**src/mvadsr_pkg.sv**
```systemverilog
// ----------------------------------------------------------------------------
// mvadsr_pkg
// Shared types and constants of the multi-voice envelope generator.
// ----------------------------------------------------------------------------
package mvadsr_pkg;
   localparam int VOICES = 6;
   localparam int VOICE_W = 3;
   localparam int VIDX_W = (VOICES > 1) ? $clog2(VOICES) : 1;
   localparam logic [15:0] ONE_Q15 = 16'h8000;

   localparam logic [2:0] REG_ATTACK = 3'd0;
   localparam logic [2:0] REG_DECAY = 3'd1;
   localparam logic [2:0] REG_SUSTAIN = 3'd2;
   localparam logic [2:0] REG_RELEASE = 3'd3;
   localparam logic [2:0] REG_INTENSITY = 3'd4;

   // Per-voice state word held in the voice memory.
   typedef struct packed {
      logic [31:0] note_start;
      logic [31:0] rel_start;
      logic        rel_run;
      logic [15:0] att;
      logic [15:0] dec;
      logic [15:0] sus;
      logic [15:0] sv_att;
      logic [15:0] sv_dec;
      logic [15:0] sv_sus;
      logic        last_on;
      logic        last_rel;
   } voice_state_type;

   function automatic voice_state_type reset_state();
      voice_state_type s;
      s.note_start = '0;
      s.rel_start = '0;
      s.rel_run = 1'b0;
      s.att = ONE_Q15;
      s.dec = ONE_Q15;
      s.sus = ONE_Q15;
      s.sv_att = ONE_Q15;
      s.sv_dec = ONE_Q15;
      s.sv_sus = ONE_Q15;
      s.last_on = 1'b0;
      s.last_rel = 1'b0;
      return s;
   endfunction
endpackage

```
**src/mvadsr_if.sv**
```systemverilog
// ----------------------------------------------------------------------------
// mvadsr_req_if / mvadsr_rsp_if / mvadsr_csr_if
// Valid/ready channels of the envelope generator.
// ----------------------------------------------------------------------------
interface mvadsr_req_if;
   logic        valid;
   logic        ready;
   logic [2:0]  voice;
   logic [31:0] now_ms;
   logic        note_on;
   logic        releasing;
   modport source (output valid, voice, now_ms, note_on, releasing, input ready);
   modport sink (input valid, voice, now_ms, note_on, releasing, output ready);
endinterface

interface mvadsr_rsp_if;
   logic        valid;
   logic        ready;
   logic [2:0]  voice_out;
   logic [15:0] envelope_coefficient;
   modport source (output valid, voice_out, envelope_coefficient, input ready);
   modport sink (input valid, voice_out, envelope_coefficient, output ready);
endinterface

interface mvadsr_csr_if;
   logic        valid;
   logic        ready;
   logic [2:0]  index;
   logic [16:0] data;
   modport source (output valid, index, data, input ready);
   modport sink (input valid, index, data, output ready);
endinterface

```
**src/multi_voice_adsr_envelope_top.sv**
```systemverilog
// ----------------------------------------------------------------------------
// multi_voice_adsr_envelope_top
// Per-voice ADSR filter-envelope coefficient generator, state kept in memory.
// ----------------------------------------------------------------------------
// Steps from the accepting edge to a valid result: state read, edge update,
// at most one 48-step division and its hand-off, three multiply steps and the
// blend; a bad voice sets the result valid at the accepting edge itself.
// Flow: one item at a time; a new item can be accepted once the result of the
// previous item has been taken from the output register.
// Reset: synchronous, active high; a clearing pass then rewrites every voice
// entry with its neutral state before items are taken.
module multi_voice_adsr_envelope_top (
   input logic clock,
   input logic reset,
   mvadsr_req_if.sink   req,
   mvadsr_rsp_if.source rsp,
   mvadsr_csr_if.sink   csr
);
   // Controller steps; ST_CLEAR runs only after reset and an item may skip ST_DIV2.
   typedef enum logic [9:0] {
      ST_CLEAR = 10'b0000000001,
      ST_IDLE  = 10'b0000000010,
      ST_READ  = 10'b0000000100,
      ST_EDGE  = 10'b0000001000,
      ST_DIV1  = 10'b0000010000,
      ST_DIV2  = 10'b0000100000,
      ST_MUL1  = 10'b0001000000,
      ST_MUL2  = 10'b0010000000,
      ST_MUL3  = 10'b0100000000,
      ST_OUT   = 10'b1000000000
   } state_type;

   state_type state_ff, state_in;

   // Configuration registers.
   logic [15:0] attack_ff, decay_ff, sustain_ff, release_ff;
   logic [16:0] intensity_ff;

   // Voice memory: one entry per voice, read into a register.
   mvadsr_pkg::voice_state_type mem [mvadsr_pkg::VOICES];
   mvadsr_pkg::voice_state_type rd_ff;
   logic [mvadsr_pkg::VIDX_W-1:0] waddr;
   logic                          wen;
   mvadsr_pkg::voice_state_type   wdata;
   logic [mvadsr_pkg::VIDX_W-1:0] clr_ff, clr_in;

   // Item registers.
   logic [2:0]  voice_ff;
   logic [31:0] now_ff;
   logic        on_ff, rel_ff;
   mvadsr_pkg::voice_state_type st_ff, st_in;
   logic [31:0] elapsed_ff, elapsed_in;
   logic        div_phase_ff, div_phase_in;
   logic [15:0] prod_ff, prod_in;
   logic [15:0] relc_ff, relc_in;
   logic        rsp_valid_ff;
   logic [2:0]  rsp_voice_ff;
   logic [15:0] rsp_coef_ff;

   logic        div_start, div_done;
   logic [47:0] div_dividend, div_quotient;
   logic [15:0] div_divisor;

   logic [15:0] sus_sat;
   logic [16:0] ad_sum;
   logic [31:0] dec_span;
   logic [31:0] mul_prod;
   logic [15:0] mul_a, mul_b;
   logic        in_range;

   assign sus_sat = (sustain_ff > mvadsr_pkg::ONE_Q15) ? mvadsr_pkg::ONE_Q15 : sustain_ff;
   assign ad_sum = {1'b0, attack_ff} + {1'b0, decay_ff};
   // Time into the decay ramp; below the decay duration whenever it is used.
   assign dec_span = elapsed_ff - {16'd0, attack_ff};
   assign in_range = ({29'd0, req.voice} < 32'(mvadsr_pkg::VOICES));

   assign csr.ready = 1'b1;
   assign req.ready = (state_ff == ST_IDLE) && !rsp_valid_ff;
   assign rsp.valid = rsp_valid_ff;
   assign rsp.voice_out = rsp_voice_ff;
   assign rsp.envelope_coefficient = rsp_coef_ff;

   always_ff @(posedge clock) begin
      if (reset) begin
         attack_ff <= '0;
         decay_ff <= '0;
         sustain_ff <= mvadsr_pkg::ONE_Q15;
         release_ff <= '0;
         intensity_ff <= '0;
      end else if (csr.valid) begin
         unique case (csr.index)
            mvadsr_pkg::REG_ATTACK: attack_ff <= csr.data[15:0];
            mvadsr_pkg::REG_DECAY: decay_ff <= csr.data[15:0];
            mvadsr_pkg::REG_SUSTAIN: sustain_ff <= csr.data[15:0];
            mvadsr_pkg::REG_RELEASE: release_ff <= csr.data[15:0];
            mvadsr_pkg::REG_INTENSITY: intensity_ff <= csr.data;
            default: ;
         endcase
      end
   end

   mvadsr_div u_div (
      .clock(clock), .reset(reset), .start(div_start), .dividend(div_dividend),
      .divisor(div_divisor), .done(div_done), .quotient(div_quotient)
   );

   // Intensity clamp and magnitude.
   logic        f_neg;
   logic [15:0] f_mag;
   logic [16:0] f_neg_mag;
   always_comb begin
      f_neg = intensity_ff[16];
      f_neg_mag = 17'(-intensity_ff);
      if (f_neg) f_mag = (f_neg_mag > 17'h08000) ? mvadsr_pkg::ONE_Q15
                                                 : f_neg_mag[15:0];
      else f_mag = (intensity_ff[15:0] > mvadsr_pkg::ONE_Q15) ? mvadsr_pkg::ONE_Q15
                                                             : intensity_ff[15:0];
   end

   assign mul_prod = mul_a * mul_b;

   always_comb begin
      state_in = state_ff;
      st_in = st_ff;
      clr_in = clr_ff;
      elapsed_in = elapsed_ff;
      div_phase_in = div_phase_ff;
      prod_in = prod_ff;
      relc_in = relc_ff;
      wen = 1'b0;
      waddr = voice_ff[mvadsr_pkg::VIDX_W-1:0];
      wdata = st_ff;
      div_start = 1'b0;
      div_dividend = '0;
      div_divisor = 16'd1;
      mul_a = '0;
      mul_b = '0;
      unique case (state_ff)
         ST_CLEAR: begin
            wen = 1'b1;
            waddr = clr_ff;
            wdata = mvadsr_pkg::reset_state();
            clr_in = clr_ff + 1'b1;
            if (32'(clr_ff) == 32'(mvadsr_pkg::VOICES - 1)) state_in = ST_IDLE;
         end
         ST_IDLE: begin
            if (req.valid && req.ready && in_range) state_in = ST_READ;
         end
         ST_READ: state_in = ST_EDGE;
         ST_EDGE: begin
            st_in = rd_ff;
            if (on_ff && !rd_ff.last_on) begin
               st_in.note_start = now_ff;
               st_in.rel_run = 1'b0;
               st_in.att = '0;
               st_in.dec = mvadsr_pkg::ONE_Q15;
               st_in.sus = mvadsr_pkg::ONE_Q15;
            end
            if (rel_ff && !rd_ff.last_rel) begin
               st_in.rel_start = now_ff;
               st_in.rel_run = 1'b1;
               st_in.sv_att = st_in.att;
               st_in.sv_dec = st_in.dec;
               st_in.sv_sus = st_in.sus;
            end
            elapsed_in = on_ff ? now_ff - st_in.note_start : now_ff - st_in.rel_start;
            relc_in = mvadsr_pkg::ONE_Q15;
            div_phase_in = 1'b0;
            state_in = ST_DIV1;
         end
         ST_DIV1: begin
            // Decide which division this step needs, if any.
            if (on_ff) begin
               st_in.rel_run = 1'b0;
               if (!div_phase_ff) begin
                  if (attack_ff != 0 && elapsed_ff < {16'd0, attack_ff}) begin
                     div_start = 1'b1;
                     div_dividend = {1'b0, elapsed_ff, 15'd0};
                     div_divisor = attack_ff;
                     state_in = ST_DIV2;
                  end else begin
                     st_in.att = mvadsr_pkg::ONE_Q15;
                     div_phase_in = 1'b1;
                  end
               end else begin
                  if (decay_ff != 0 && elapsed_ff > {16'd0, attack_ff}
                      && {1'b0, elapsed_ff} < {16'd0, ad_sum}) begin
                     div_start = 1'b1;
                     div_dividend = {16'd0, {16'd0, dec_span[15:0]}
                                    * {16'd0, mvadsr_pkg::ONE_Q15 - sus_sat}};
                     div_divisor = decay_ff;
                     state_in = ST_DIV2;
                  end else begin
                     st_in.dec = mvadsr_pkg::ONE_Q15;
                     state_in = ST_MUL1;
                  end
                  if ((decay_ff != 0 && {1'b0, elapsed_ff} >= {16'd0, ad_sum})
                      || (decay_ff == 0 && elapsed_ff >= {16'd0, attack_ff}))
                     st_in.sus = sus_sat;
                  else
                     st_in.sus = mvadsr_pkg::ONE_Q15;
               end
            end else if (!st_ff.rel_run) begin
               st_in.att = mvadsr_pkg::ONE_Q15;
               st_in.dec = mvadsr_pkg::ONE_Q15;
               st_in.sus = mvadsr_pkg::ONE_Q15;
               state_in = ST_MUL1;
            end else begin
               st_in.att = st_ff.sv_att;
               st_in.dec = st_ff.sv_dec;
               st_in.sus = st_ff.sv_sus;
               if (release_ff != 0 && elapsed_ff < {16'd0, release_ff}) begin
                  div_start = 1'b1;
                  div_dividend = {1'b0, elapsed_ff, 15'd0};
                  div_divisor = release_ff;
                  state_in = ST_DIV2;
               end else begin
                  relc_in = '0;
                  state_in = ST_MUL1;
               end
            end
         end
         ST_DIV2: begin
            if (div_done) begin
               if (on_ff && !div_phase_ff) begin
                  st_in.att = div_quotient[15:0];
                  div_phase_in = 1'b1;
                  state_in = ST_DIV1;
               end else if (on_ff) begin
                  st_in.dec = mvadsr_pkg::ONE_Q15 - div_quotient[15:0];
                  state_in = ST_MUL1;
               end else begin
                  relc_in = mvadsr_pkg::ONE_Q15 - div_quotient[15:0];
                  state_in = ST_MUL1;
               end
            end
         end
         ST_MUL1: begin
            mul_a = st_ff.att;
            mul_b = st_ff.dec;
            prod_in = mul_prod[30:15];
            state_in = ST_MUL2;
         end
         ST_MUL2: begin
            mul_a = prod_ff;
            mul_b = st_ff.sus;
            prod_in = mul_prod[30:15];
            state_in = ST_MUL3;
         end
         ST_MUL3: begin
            mul_a = prod_ff;
            mul_b = relc_ff;
            prod_in = mul_prod[30:15];
            state_in = ST_OUT;
         end
         ST_OUT: begin
            // Blend, then write back the voice entry.
            mul_a = f_mag;
            mul_b = f_neg ? prod_ff : mvadsr_pkg::ONE_Q15 - prod_ff;
            prod_in = mvadsr_pkg::ONE_Q15 - mul_prod[30:15];
            wdata = st_ff;
            if (st_ff.rel_run && !rel_ff) begin
               wdata.rel_run = 1'b0;
               wdata.sv_att = mvadsr_pkg::ONE_Q15;
               wdata.sv_dec = mvadsr_pkg::ONE_Q15;
               wdata.sv_sus = mvadsr_pkg::ONE_Q15;
               wdata.att = mvadsr_pkg::ONE_Q15;
               wdata.dec = mvadsr_pkg::ONE_Q15;
               wdata.sus = mvadsr_pkg::ONE_Q15;
               prod_in = mvadsr_pkg::ONE_Q15;
            end
            wdata.last_on = on_ff;
            wdata.last_rel = rel_ff;
            wen = 1'b1;
            state_in = ST_IDLE;
         end
         default: state_in = ST_IDLE;
      endcase
   end

   always_ff @(posedge clock) begin
      if (wen) mem[waddr] <= wdata;
      if (state_ff == ST_READ) rd_ff <= mem[voice_ff[mvadsr_pkg::VIDX_W-1:0]];
   end

   always_ff @(posedge clock) begin
      if (reset) begin
         state_ff <= ST_CLEAR;
         clr_ff <= '0;
         rsp_valid_ff <= 1'b0;
         div_phase_ff <= 1'b0;
      end else begin
         state_ff <= state_in;
         clr_ff <= clr_in;
         div_phase_ff <= div_phase_in;
         if (state_ff == ST_OUT) rsp_valid_ff <= 1'b1;
         else if (req.valid && req.ready && !in_range) rsp_valid_ff <= 1'b1;
         else if (rsp_valid_ff && rsp.ready) rsp_valid_ff <= 1'b0;
      end
      st_ff <= st_in;
      elapsed_ff <= elapsed_in;
      prod_ff <= prod_in;
      relc_ff <= relc_in;
      if (req.valid && req.ready) begin
         voice_ff <= req.voice;
         now_ff <= req.now_ms;
         on_ff <= req.note_on;
         rel_ff <= req.releasing;
         rsp_voice_ff <= req.voice;
         rsp_coef_ff <= mvadsr_pkg::ONE_Q15;
      end
      if (state_ff == ST_OUT) rsp_coef_ff <= prod_in;
   end
endmodule

```
**src/mvadsr_div.sv**
```systemverilog
// ----------------------------------------------------------------------------
// mvadsr_div
// Restoring divider, one quotient bit per cycle, 48-bit by 16-bit.
// ----------------------------------------------------------------------------
module mvadsr_div (
   input  logic        clock,
   input  logic        reset,
   input  logic        start,
   input  logic [47:0] dividend,
   input  logic [15:0] divisor,
   output logic        done,
   output logic [47:0] quotient
);
   logic [47:0] quo_ff, quo_in;
   logic [16:0] rem_ff, rem_in;
   logic [5:0]  cnt_ff, cnt_in;
   logic        busy_ff, busy_in;
   logic        done_ff, done_in;
   logic [15:0] dsr_ff, dsr_in;
   logic [16:0] trial;

   always_comb begin
      quo_in = quo_ff;
      rem_in = rem_ff;
      cnt_in = cnt_ff;
      busy_in = busy_ff;
      done_in = 1'b0;
      dsr_in = dsr_ff;
      trial = {rem_ff[15:0], quo_ff[47]};
      if (start) begin
         quo_in = dividend;
         rem_in = '0;
         cnt_in = 6'd0;
         busy_in = 1'b1;
         dsr_in = divisor;
      end else if (busy_ff) begin
         if (trial >= {1'b0, dsr_ff}) begin
            rem_in = trial - {1'b0, dsr_ff};
            quo_in = {quo_ff[46:0], 1'b1};
         end else begin
            rem_in = trial;
            quo_in = {quo_ff[46:0], 1'b0};
         end
         cnt_in = cnt_ff + 6'd1;
         if (cnt_ff == 6'd47) begin
            busy_in = 1'b0;
            done_in = 1'b1;
         end
      end
   end

   always_ff @(posedge clock) begin
      if (reset) begin
         busy_ff <= 1'b0;
         done_ff <= 1'b0;
         cnt_ff <= '0;
      end else begin
         busy_ff <= busy_in;
         done_ff <= done_in;
         cnt_ff <= cnt_in;
      end
      quo_ff <= quo_in;
      rem_ff <= rem_in;
      dsr_ff <= dsr_in;
   end

   assign done = done_ff;
   assign quotient = quo_ff;
endmodule

```
**src/flat_wrapper.sv**
```systemverilog
// flat-port wrapper written by rule: the top's interface ports become plain ports
module multi_voice_adsr_envelope_top_flat 
  (clock, reset, req_valid, req_voice, req_now_ms, req_note_on, req_releasing, req_ready, rsp_valid, rsp_voice_out, rsp_envelope_coefficient, rsp_ready, csr_valid, csr_index, csr_data, csr_ready);
  mvadsr_req_if req_i ();
  mvadsr_rsp_if rsp_i ();
  mvadsr_csr_if csr_i ();
  input logic clock;
  input logic reset;
  input wire logic [$bits(req_i.valid)-1:0] req_valid;
  input wire logic [$bits(req_i.voice)-1:0] req_voice;
  input wire logic [$bits(req_i.now_ms)-1:0] req_now_ms;
  input wire logic [$bits(req_i.note_on)-1:0] req_note_on;
  input wire logic [$bits(req_i.releasing)-1:0] req_releasing;
  output wire logic [$bits(req_i.ready)-1:0] req_ready;
  output wire logic [$bits(rsp_i.valid)-1:0] rsp_valid;
  output wire logic [$bits(rsp_i.voice_out)-1:0] rsp_voice_out;
  output wire logic [$bits(rsp_i.envelope_coefficient)-1:0] rsp_envelope_coefficient;
  input wire logic [$bits(rsp_i.ready)-1:0] rsp_ready;
  input wire logic [$bits(csr_i.valid)-1:0] csr_valid;
  input wire logic [$bits(csr_i.index)-1:0] csr_index;
  input wire logic [$bits(csr_i.data)-1:0] csr_data;
  output wire logic [$bits(csr_i.ready)-1:0] csr_ready;
  assign req_i.valid = req_valid;
  assign req_i.voice = req_voice;
  assign req_i.now_ms = req_now_ms;
  assign req_i.note_on = req_note_on;
  assign req_i.releasing = req_releasing;
  assign req_ready = req_i.ready;
  assign rsp_valid = rsp_i.valid;
  assign rsp_voice_out = rsp_i.voice_out;
  assign rsp_envelope_coefficient = rsp_i.envelope_coefficient;
  assign rsp_i.ready = rsp_ready;
  assign csr_i.valid = csr_valid;
  assign csr_i.index = csr_index;
  assign csr_i.data = csr_data;
  assign csr_ready = csr_i.ready;
  multi_voice_adsr_envelope_top u_core (.clock(clock), .reset(reset), .req(req_i), .rsp(rsp_i), .csr(csr_i));
endmodule
```
**config.mk**
```make
export PLATFORM = sky130hd
export DESIGN_NAME = multi_voice_adsr_envelope_top_flat
export DESIGN_NICKNAME = d
export VERILOG_FILES = /design/src/mvadsr_pkg.sv /design/src/mvadsr_if.sv /design/src/multi_voice_adsr_envelope_top.sv /design/src/mvadsr_div.sv /design/src/flat_wrapper.sv
export SDC_FILE = /design/constraint.sdc
export NUM_CORES = 2
export LEC_CHECK = 0
export BUFFER_PORTS_ARGS = -buffer_cell sky130_fd_sc_hd__buf_4
export CORE_ASPECT_RATIO = 0.9
export CORE_MARGIN = 2
export CORE_UTILIZATION = 60
export DETAILED_ROUTE_END_ITERATION = 10
export PLACE_DENSITY_LB_ADDON = 0.08
export SKIP_LAST_GASP = 1
export SYNTH_ARGS = -nofsm -noshare
export SYNTH_HDL_FRONTEND = slang
export SYNTH_SLANG_ARGS = --single-unit
export TNS_END_PERCENT = 1
```
**constraint.sdc**
```tcl
create_clock -name clock -period 20 [get_ports clock]
set_input_delay 1 -clock clock [delete_from_list [all_inputs] [get_ports clock]]
set_output_delay 1 -clock clock [all_outputs]
set_load 0.01 [all_outputs]
```
# Word-level counts from Yosys, hierarchy flattened
# Memories as Yosys holds them, arrays and structs flattened. A register that Yosys moved wholly into a read port is not among the register bits.
# Cells that the tools add are included.
[classes]
n_addsub = 12
multipliers = 2
magnitude_cmp = 11
n_eq_ne = 32
muxes = 94
bitwise = 1
n_reduce_logical = 49
[ops]
columns = ["operator", "n"]
rows = [
  ["16-bit two-way mux", 28],
  ["48-bit two-way mux", 9],
  ["163-bit one-hot mux with 2 select lines", 1],
  ["32-bit two-way mux", 6],
  ["97-bit two-way mux", 1],
  ["16-bit one-hot mux with 3 select lines", 2],
  ["32-bit one-hot mux with 3 select lines", 1],
  ["47-bit two-way mux", 2],
  ["10-bit one-hot mux with 9 select lines", 1],
  ["33-bit two-way mux", 2],
  ["32-bit by 16-bit less-than comparator with 1-bit output", 2],
  ["16-bit one-hot mux with 2 select lines", 2],
  ["16-bit one-hot mux with 4 select lines", 1],
  ["16-bit subtractor (first input constant)", 4],
  ["32-bit subtractor", 2],
  ["10-bit two-way mux", 6],
  ["49-bit two-way mux", 1],
  ["16-bit nonzero test", 3],
  ["32-bit by 16-bit >= comparator with 1-bit output", 1],
  ["32-bit by 17-bit >= comparator with 1-bit output", 1],
  ["16-bit > comparator (second input constant)", 2],
  ["32-bit by 16-bit > comparator with 1-bit output", 1],
  ["32-bit by 17-bit less-than comparator with 1-bit output", 1],
  ["16-bit by 16-bit multiplier with 32-bit output", 1],
  ["47 further kinds", 120],
]
[word_totals]
reg_bits = 464
mem_bits_rw = 978
in_bits = 62
out_inout_bits = 22
word_cells = 236
mem_count = 1
[mem_list]
columns = ["memory", "words", "word_bits", "rd", "rd_ports_with_merged_regs", "write_ports", "line_no", "rtl"]
rows = [
  ["u_core.mem", 6, 163, 1, 1, 1, "multi_voice_adsr_envelope_top.sv:40", "mvadsr_pkg::voice_state_type mem [mvadsr_pkg::VOICES];"],
]

# Logic depth before layout (Yosys ltp)
[depth]
ltp_word = 10
depth_mapped = 41
ltp_nobuf = 40

# Modules after synthesis
# From an unflattened synthesis, not the netlist that was laid out.
[hier_totals]
cells_unflattened = 6714
area_unflattened_um2 = 84931.5
[by_module_without_submodules]
columns = ["mod", "n_inst", "cells_each", "area_each_um2", "seq_area_each_um2"]
rows = [
  ["multi_voice_adsr_envelope_top", 1, 6359, 80448.4, 44432.6],
  ["mvadsr_div", 1, 355, 4483.0, 2402.3],
]

# Worst setup path after synthesis
# Ideal clock, no wire load.
[synth_timing]
path_kind = "reg2reg"
start = "register u_core.state_ff[7]"
end = "register u_core.st_ff[66] (netlist name), enable pin"
setup_time_ns = 0.398
t_arrival_ns = 15.807
required_time_ns = 19.602
setup_slack_ns = 3.794
path_stages_with_launch = 8
path_buffers = 1
period_less_slack_ns = 16.206
cell_sequence = "dfxtp_1 -> clkbuf_1 -> or3_1 -> nor4_1 -> nand2_1 -> nor3b_1 -> o21ai_0 -> a21oi_1"
[synth_between]
elab_chain_len = 3
word_cells_on_any_way = 10
cone_classes = "eq/ne (8); reduce/logical (2)"
[synth_rtl]
columns = ["item", "line_no", "rtl"]
rows = [
  ["start, declared", "multi_voice_adsr_envelope_top.sv:33", "state_type state_ff, state_in;"],
  ["start signal, assigned", "multi_voice_adsr_envelope_top.sv:293", "state_ff <= state_in;"],
  ["10-bit by 5-bit == test with 1-bit output (tied with other cells)", "multi_voice_adsr_envelope_top.sv:138", "unique case (state_ff)"],
  ["3-bit inequality test (no line) (tied with other cells)", "-", ""],
  ["6-bit AND reduction (no line) *", "-", ""],
  ["end signal, assigned", "multi_voice_adsr_envelope_top.sv:300", "st_ff <= st_in;"],
  ["end, declared", "multi_voice_adsr_envelope_top.sv:51", "mvadsr_pkg::voice_state_type st_ff, st_in;"],
]
# Mark *: on every way between the ends. The rest lies on a longest branch, timed or not.
# A chain may end at the register's enable or synchronous reset.

# Final worst setup path
[layout_timing]
start = "register u_core.intensity_ff[0]"
end = "register u_core.prod_ff[15]"
[layout_between]
elab_chain_len = 9
word_cells_on_any_way = 11
cone_classes = "add/sub (2); mul (1); order compare (2); mux (6)"
[layout_rtl]
columns = ["item", "line_no", "rtl"]
rows = [
  ["start, declared", "multi_voice_adsr_envelope_top.sv:37", "logic [16:0] intensity_ff;"],
  ["start signal, assigned", "multi_voice_adsr_envelope_top.sv:96", "mvadsr_pkg::REG_INTENSITY: intensity_ff <= csr.data;"],
  ["17-bit negation", "multi_voice_adsr_envelope_top.sv:113", "f_neg_mag = 17'(-intensity_ff);"],
  ["17-bit by 16-bit > comparator with 1-bit output", "multi_voice_adsr_envelope_top.sv:114", "if (f_neg) f_mag = (f_neg_mag > 17'h08000) ? mvadsr_pkg::ONE_Q15"],
  ["16-bit two-way mux", "multi_voice_adsr_envelope_top.sv:114", ""],
  ["16-bit two-way mux *", "multi_voice_adsr_envelope_top.sv:114", ""],
  ["16-bit one-hot mux with 3 select lines *", "multi_voice_adsr_envelope_top.sv:138", ""],
  ["16-bit by 16-bit multiplier with 31-bit output *", "multi_voice_adsr_envelope_top.sv:120", "assign mul_prod = mul_a * mul_b;"],
  ["16-bit subtractor", "multi_voice_adsr_envelope_top.sv:260", "prod_in = mvadsr_pkg::ONE_Q15 - mul_prod[30:15];"],
  ["16-bit two-way mux", "multi_voice_adsr_envelope_top.sv:262", "if (st_ff.rel_run && !rel_ff) begin"],
  ["16-bit one-hot mux with 2 select lines *", "multi_voice_adsr_envelope_top.sv:138", ""],
  ["via u_core.prod_in[15]", "multi_voice_adsr_envelope_top.sv:54", "logic [15:0] prod_ff, prod_in;"],
  ["end signal, assigned", "multi_voice_adsr_envelope_top.sv:302", "prod_ff <= prod_in;"],
  ["end, declared", "multi_voice_adsr_envelope_top.sv:54", ""],
]
# The timed path passes the listed nets; every way through them passes the cells marked *.

==> flow_summary_export.csv <==
group,metric,value,unit
outcome,status,"finished, final reports clean",
timing,max_freq,91.5,MHz
power_and_ir_drop,combPwrFrac,11.5,%
die,std_cell_rows,130,
synthesis,synth_seq_area_share,55.6,%
placed_design,post-dp-hpwl,140000,um
power_and_ir_drop,power_density,86.5,nW/um2
drt,drt_wl_total,215000,um
layout,multi_input_area,34200,um2
worst_setup_path,worstPathArrival,11660,ps
synthesis,synth_area_leaders,"edfxtp_1 (52%), fa_1 (9.3%), ha_1 (4.8%)",
power_and_ir_drop,p_seq_share,52.5,%
global_routing,grt-ovfl-total,0,
synthesis,synthesis.nets,7411,
timing,hold_viol,0,
die,start_util,60.4,%
power_and_ir_drop,clockPowerShare,36.0,%
global_routing,grt_pass1_wl,328000,um
drt,firstDrtPassIters,8,
layout,n_antenna_cell,0,
timing,fin_tns_setup,0,ps
power_and_ir_drop,p_int,0.00598,W
synthesis,ys_types,96,
worst_setup_path,ff2ff_path_depth,35,
min_path,holdPathEnd,"u_core.now_ff[16]",
power_and_ir_drop,switching_share,24.9,%
synthesis,ys_warn_count,0,
drt,dr_total_vias,53096,
worst_setup_path,cp_common_cell,"fa_1",
clock_tree,cts_made_buffers,159,
min_path,hold-path-cell-count,1,
global_routing,antenna_found_initial,6,
die,die_area,143000,um2
layout,syn_to_final_growth,9.36,%
worst_setup_path,max_stage_delay,770,ps
timing,clock_skew,53.4,ps
drt,drt_iter0_drc,5799,
clock_tree,clock_latency,810,ps
timing,post-route-period-util,54.6,%
power_and_ir_drop,vdd_drop_max,0.0881,mV
worst_setup_path,endpoint_kind,"flip-flop",
timing,maxSlewHeadroom,14.8,%
clock_tree,clockBufferDepth,3,
die,io_pins,84,
synthesis,synth-async-reset-ratio,0,%
drt,wl_per_cell,24.8,um
layout,drive_gt1_share,10.1,%
layout,fillers,10269,
worst_setup_path,critPathKind,"flip-flop to flip-flop",
clock_tree,root_buffer,"clkbuf_16",
drt,drc_errors,0,
worst_setup_path,crit_fanout,21,
synthesis,synth.avg_cell_area,12.7,um2
job,drv_cap,0,
clock_tree,cts.sinks,1605,
synthesis,ys_ff_latch,1605,
synthesis,synth_edf_count,1469,
global_routing,grt_max_degree,156,
timing,fin_crit,10920,ps
drt,antenna_left,0,
drt,drt-vias-per-instance,6.12,
min_path,min_path_type,"primary input to flip-flop",
global_routing,grt_usage,30.4,%
power_and_ir_drop,p_switching,0.00198,W
min_path,hp-start,"req_now_ms[16]",
synthesis,synthMostInstantiatedCell,"edfxtp_1",
global_routing,grt_pass1_vias,52820,
worst_setup_path,start_kind,"flip-flop",
layout,regArea,46800,um2
clock_tree,cts.htree.levels,4,
die,die_height,359,um
synthesis,ys_top_cells_by_count,"edfxtp_1 (1469), nand2_1 (937), inv_1 (591)",
power_and_ir_drop,p_leak,34.7,nW
timing,setup_viol,0,
timing,slew_violations,0,
clock_tree,cts_tree,"yes",
die,coreArea,139000,um2
die,die_w,399,um
timing,postLayoutSetupSlackWorst,9080,ps
placed_design,io_buffers,82,
placed_design,gpl.final_weighted_congestion,0.977,
layout,layout.nets,7463,
timing,rsz0062_at_grt,"false",
synthesis,syn_area,84200,um2
synthesis,syn_inst,6638,
layout,utilization,66.0,%
worst_setup_path,reg2reg_setup_slack,9080,ps
clock_tree,postCtsHoldBufs,0,
placed_design,place_ws,9170,ps
synthesis,yosys.area.top_type_share,52.4,%
clock_tree,path_clk_slew,60,ps
synthesis,synth-main-ff-cell,"edfxtp_1",
worst_setup_path,r2r_end,"u_core.prod_ff[15]",
timing,worstMarginPinSlew,1270,ps
worst_setup_path,crit_path_top_delay_cell,"o21ai_1",
timing,hold_ws,367,ps
synthesis,yosysTopAreaCell,"edfxtp_1",
worst_setup_path,rr_startpoint,"u_core.intensity_ff[0]",
clock_tree,cts_setup_buffers,0,
clock_tree,cts_resized,0,
worst_setup_path,cp.required,20730,ps
worst max-delay path, delay by kind of cell (launching register included):
kind | cells | cell delay (ps)
adder cells (fa/ha/maj) | 8 | 3590
AO/OA/AOI/OAI | 13 | 3290
AND/OR/NAND/NOR | 7 | 2730
buffers and inverters | 5 | 380
multiplexers | 1 | 350
flip-flops | 1 | 340
XOR/XNOR | 1 | 160
per-layer routing:
layer | routed length [um] | global-route usage (%) | vias to the layer above
li1 | - | - | 23616
met1 | 94000 | 46.1 | 26894
met2 | 95900 | 45.6 | 2261
met3 | 19800 | 6.02 | 321
met4 | 4880 | 7.33 | 4
met5 | 21 | 0 | -
worst max-delay path by stage:
| stage | endpoint | start |
|---|---|---|
| 2_1_floorplan | u_core.st_ff[66] | u_core.state_ff[7] |
| 3_3_place_gp | u_core.rsp.envelope_coefficient[15] | u_core.intensity_ff[0] |
| 3_5_place_dp | u_core.prod_ff[15] | u_core.intensity_ff[0] |
| 4_1_cts | u_core.prod_ff[15] | u_core.intensity_ff[0] |
| 5_1_grt | u_core.rsp.envelope_coefficient[15] | u_core.intensity_ff[0] |
| 6_report | u_core.prod_ff[15] | u_core.intensity_ff[0] |
layout by cell type, fill, tap and decap left out, drive strengths merged, types with 9 or more instances in the layout:
cell type	synthesis	layout
nand4	26	26
mux2i	204	204
ha	321	321
nand2	938	938
nor2	360	360
o21bai	19	19
nor3b	16	16
or3	25	25
nand3b	10	10
nand3	64	64
xor2	56	56
o211ai	28	28
and2	202	202
nor4	28	28
a21o	40	40
and3	25	25
a211oi	26	26
a22oi	43	43
clkinv	0	69
a222oi	26	26
mux4	163	163
clkbuf	242	208
a21boi	15	15
nand2b	51	51
a21oi	222	222
dfxtp	136	136
edfxtp	1469	1469
mux2	31	31
buf	62	195
or4	10	10
o21ai	379	379
a211o	9	9
o21a	27	27
fa	390	390
nor2b	52	52
or2	20	20
xnor2	119	119
nor3	60	60
a31oi	19	19
inv	591	599
area by class of cell:
type	count	area share [%]
Clock buffer	208	4.66
Clock inverter	84	0.757
Inverter	591	2.42
Multi-Input combinational cell	4138	37.1
Sequential cell	1605	50.9
Tap cell	1848	2.51
Timing Repair Buffer	195	1.67
registers in the layout, summed over array words and instances (netlist names), 6 cells and up:
signal	flops
u_core.u_div.cnt_ff	6
u_core.state_ff	10
u_core.rd_ff	163
u_core.u_div.dsr_ff	16
u_core.prod_ff	16
u_core.elapsed_ff	32
u_core.relc_ff	16
u_core.decay_ff	16
u_core.intensity_ff	17
u_core.u_div.quotient	48
u_core.rsp.envelope_coefficient	16
u_core.mem	978
u_core.now_ff	32
u_core.release_ff	16
u_core.sustain_ff	16
u_core.u_div.rem_ff	16
u_core.attack_ff	16
u_core.st_ff	163
metrics by stage:
step / instances / area [um2] / total power (W)
after floorplan: 6638 / 84200 / 0.00489
after global placement: 8377 / 87100 / 0.00513
after detailed placement: 8377 / 87100 / 0.00516
after CTS: 8669 / 92100 / 0.00801
after global routing: 8669 / 92100 / 0.00824
final: 8669 / 92100 / 0.00797
power groups by stage:
stage          combinational, W  sequential (W)  clock (W)
6_report               0.000913         0.00418    0.00287
5_1_grt                0.000999         0.00420    0.00304
4_1_cts                0.000918         0.00418    0.00291
3_5_place_dp           0.000911         0.00425          0
3_3_place_gp           0.000896         0.00423          0
2_1_floorplan          0.000591         0.00430          0
cells by family (layout without fill, tap and decap cells):
group	Yosys count	in the layout	synth area share (%)
AND/OR/NAND/NOR	1905	1905	10.3
flip-flops	1605	1605	55.6
AO/OA/AOI/OAI	948	948	6.95
buffers and inverters	895	1078	4.01
adder cells (fa/ha/maj)	711	711	14.0
multiplexers	398	398	7.20
XOR/XNOR	175	175	1.84
other	1	1	0.00445
No activity file was read; power rests on OpenSTA's default activity.
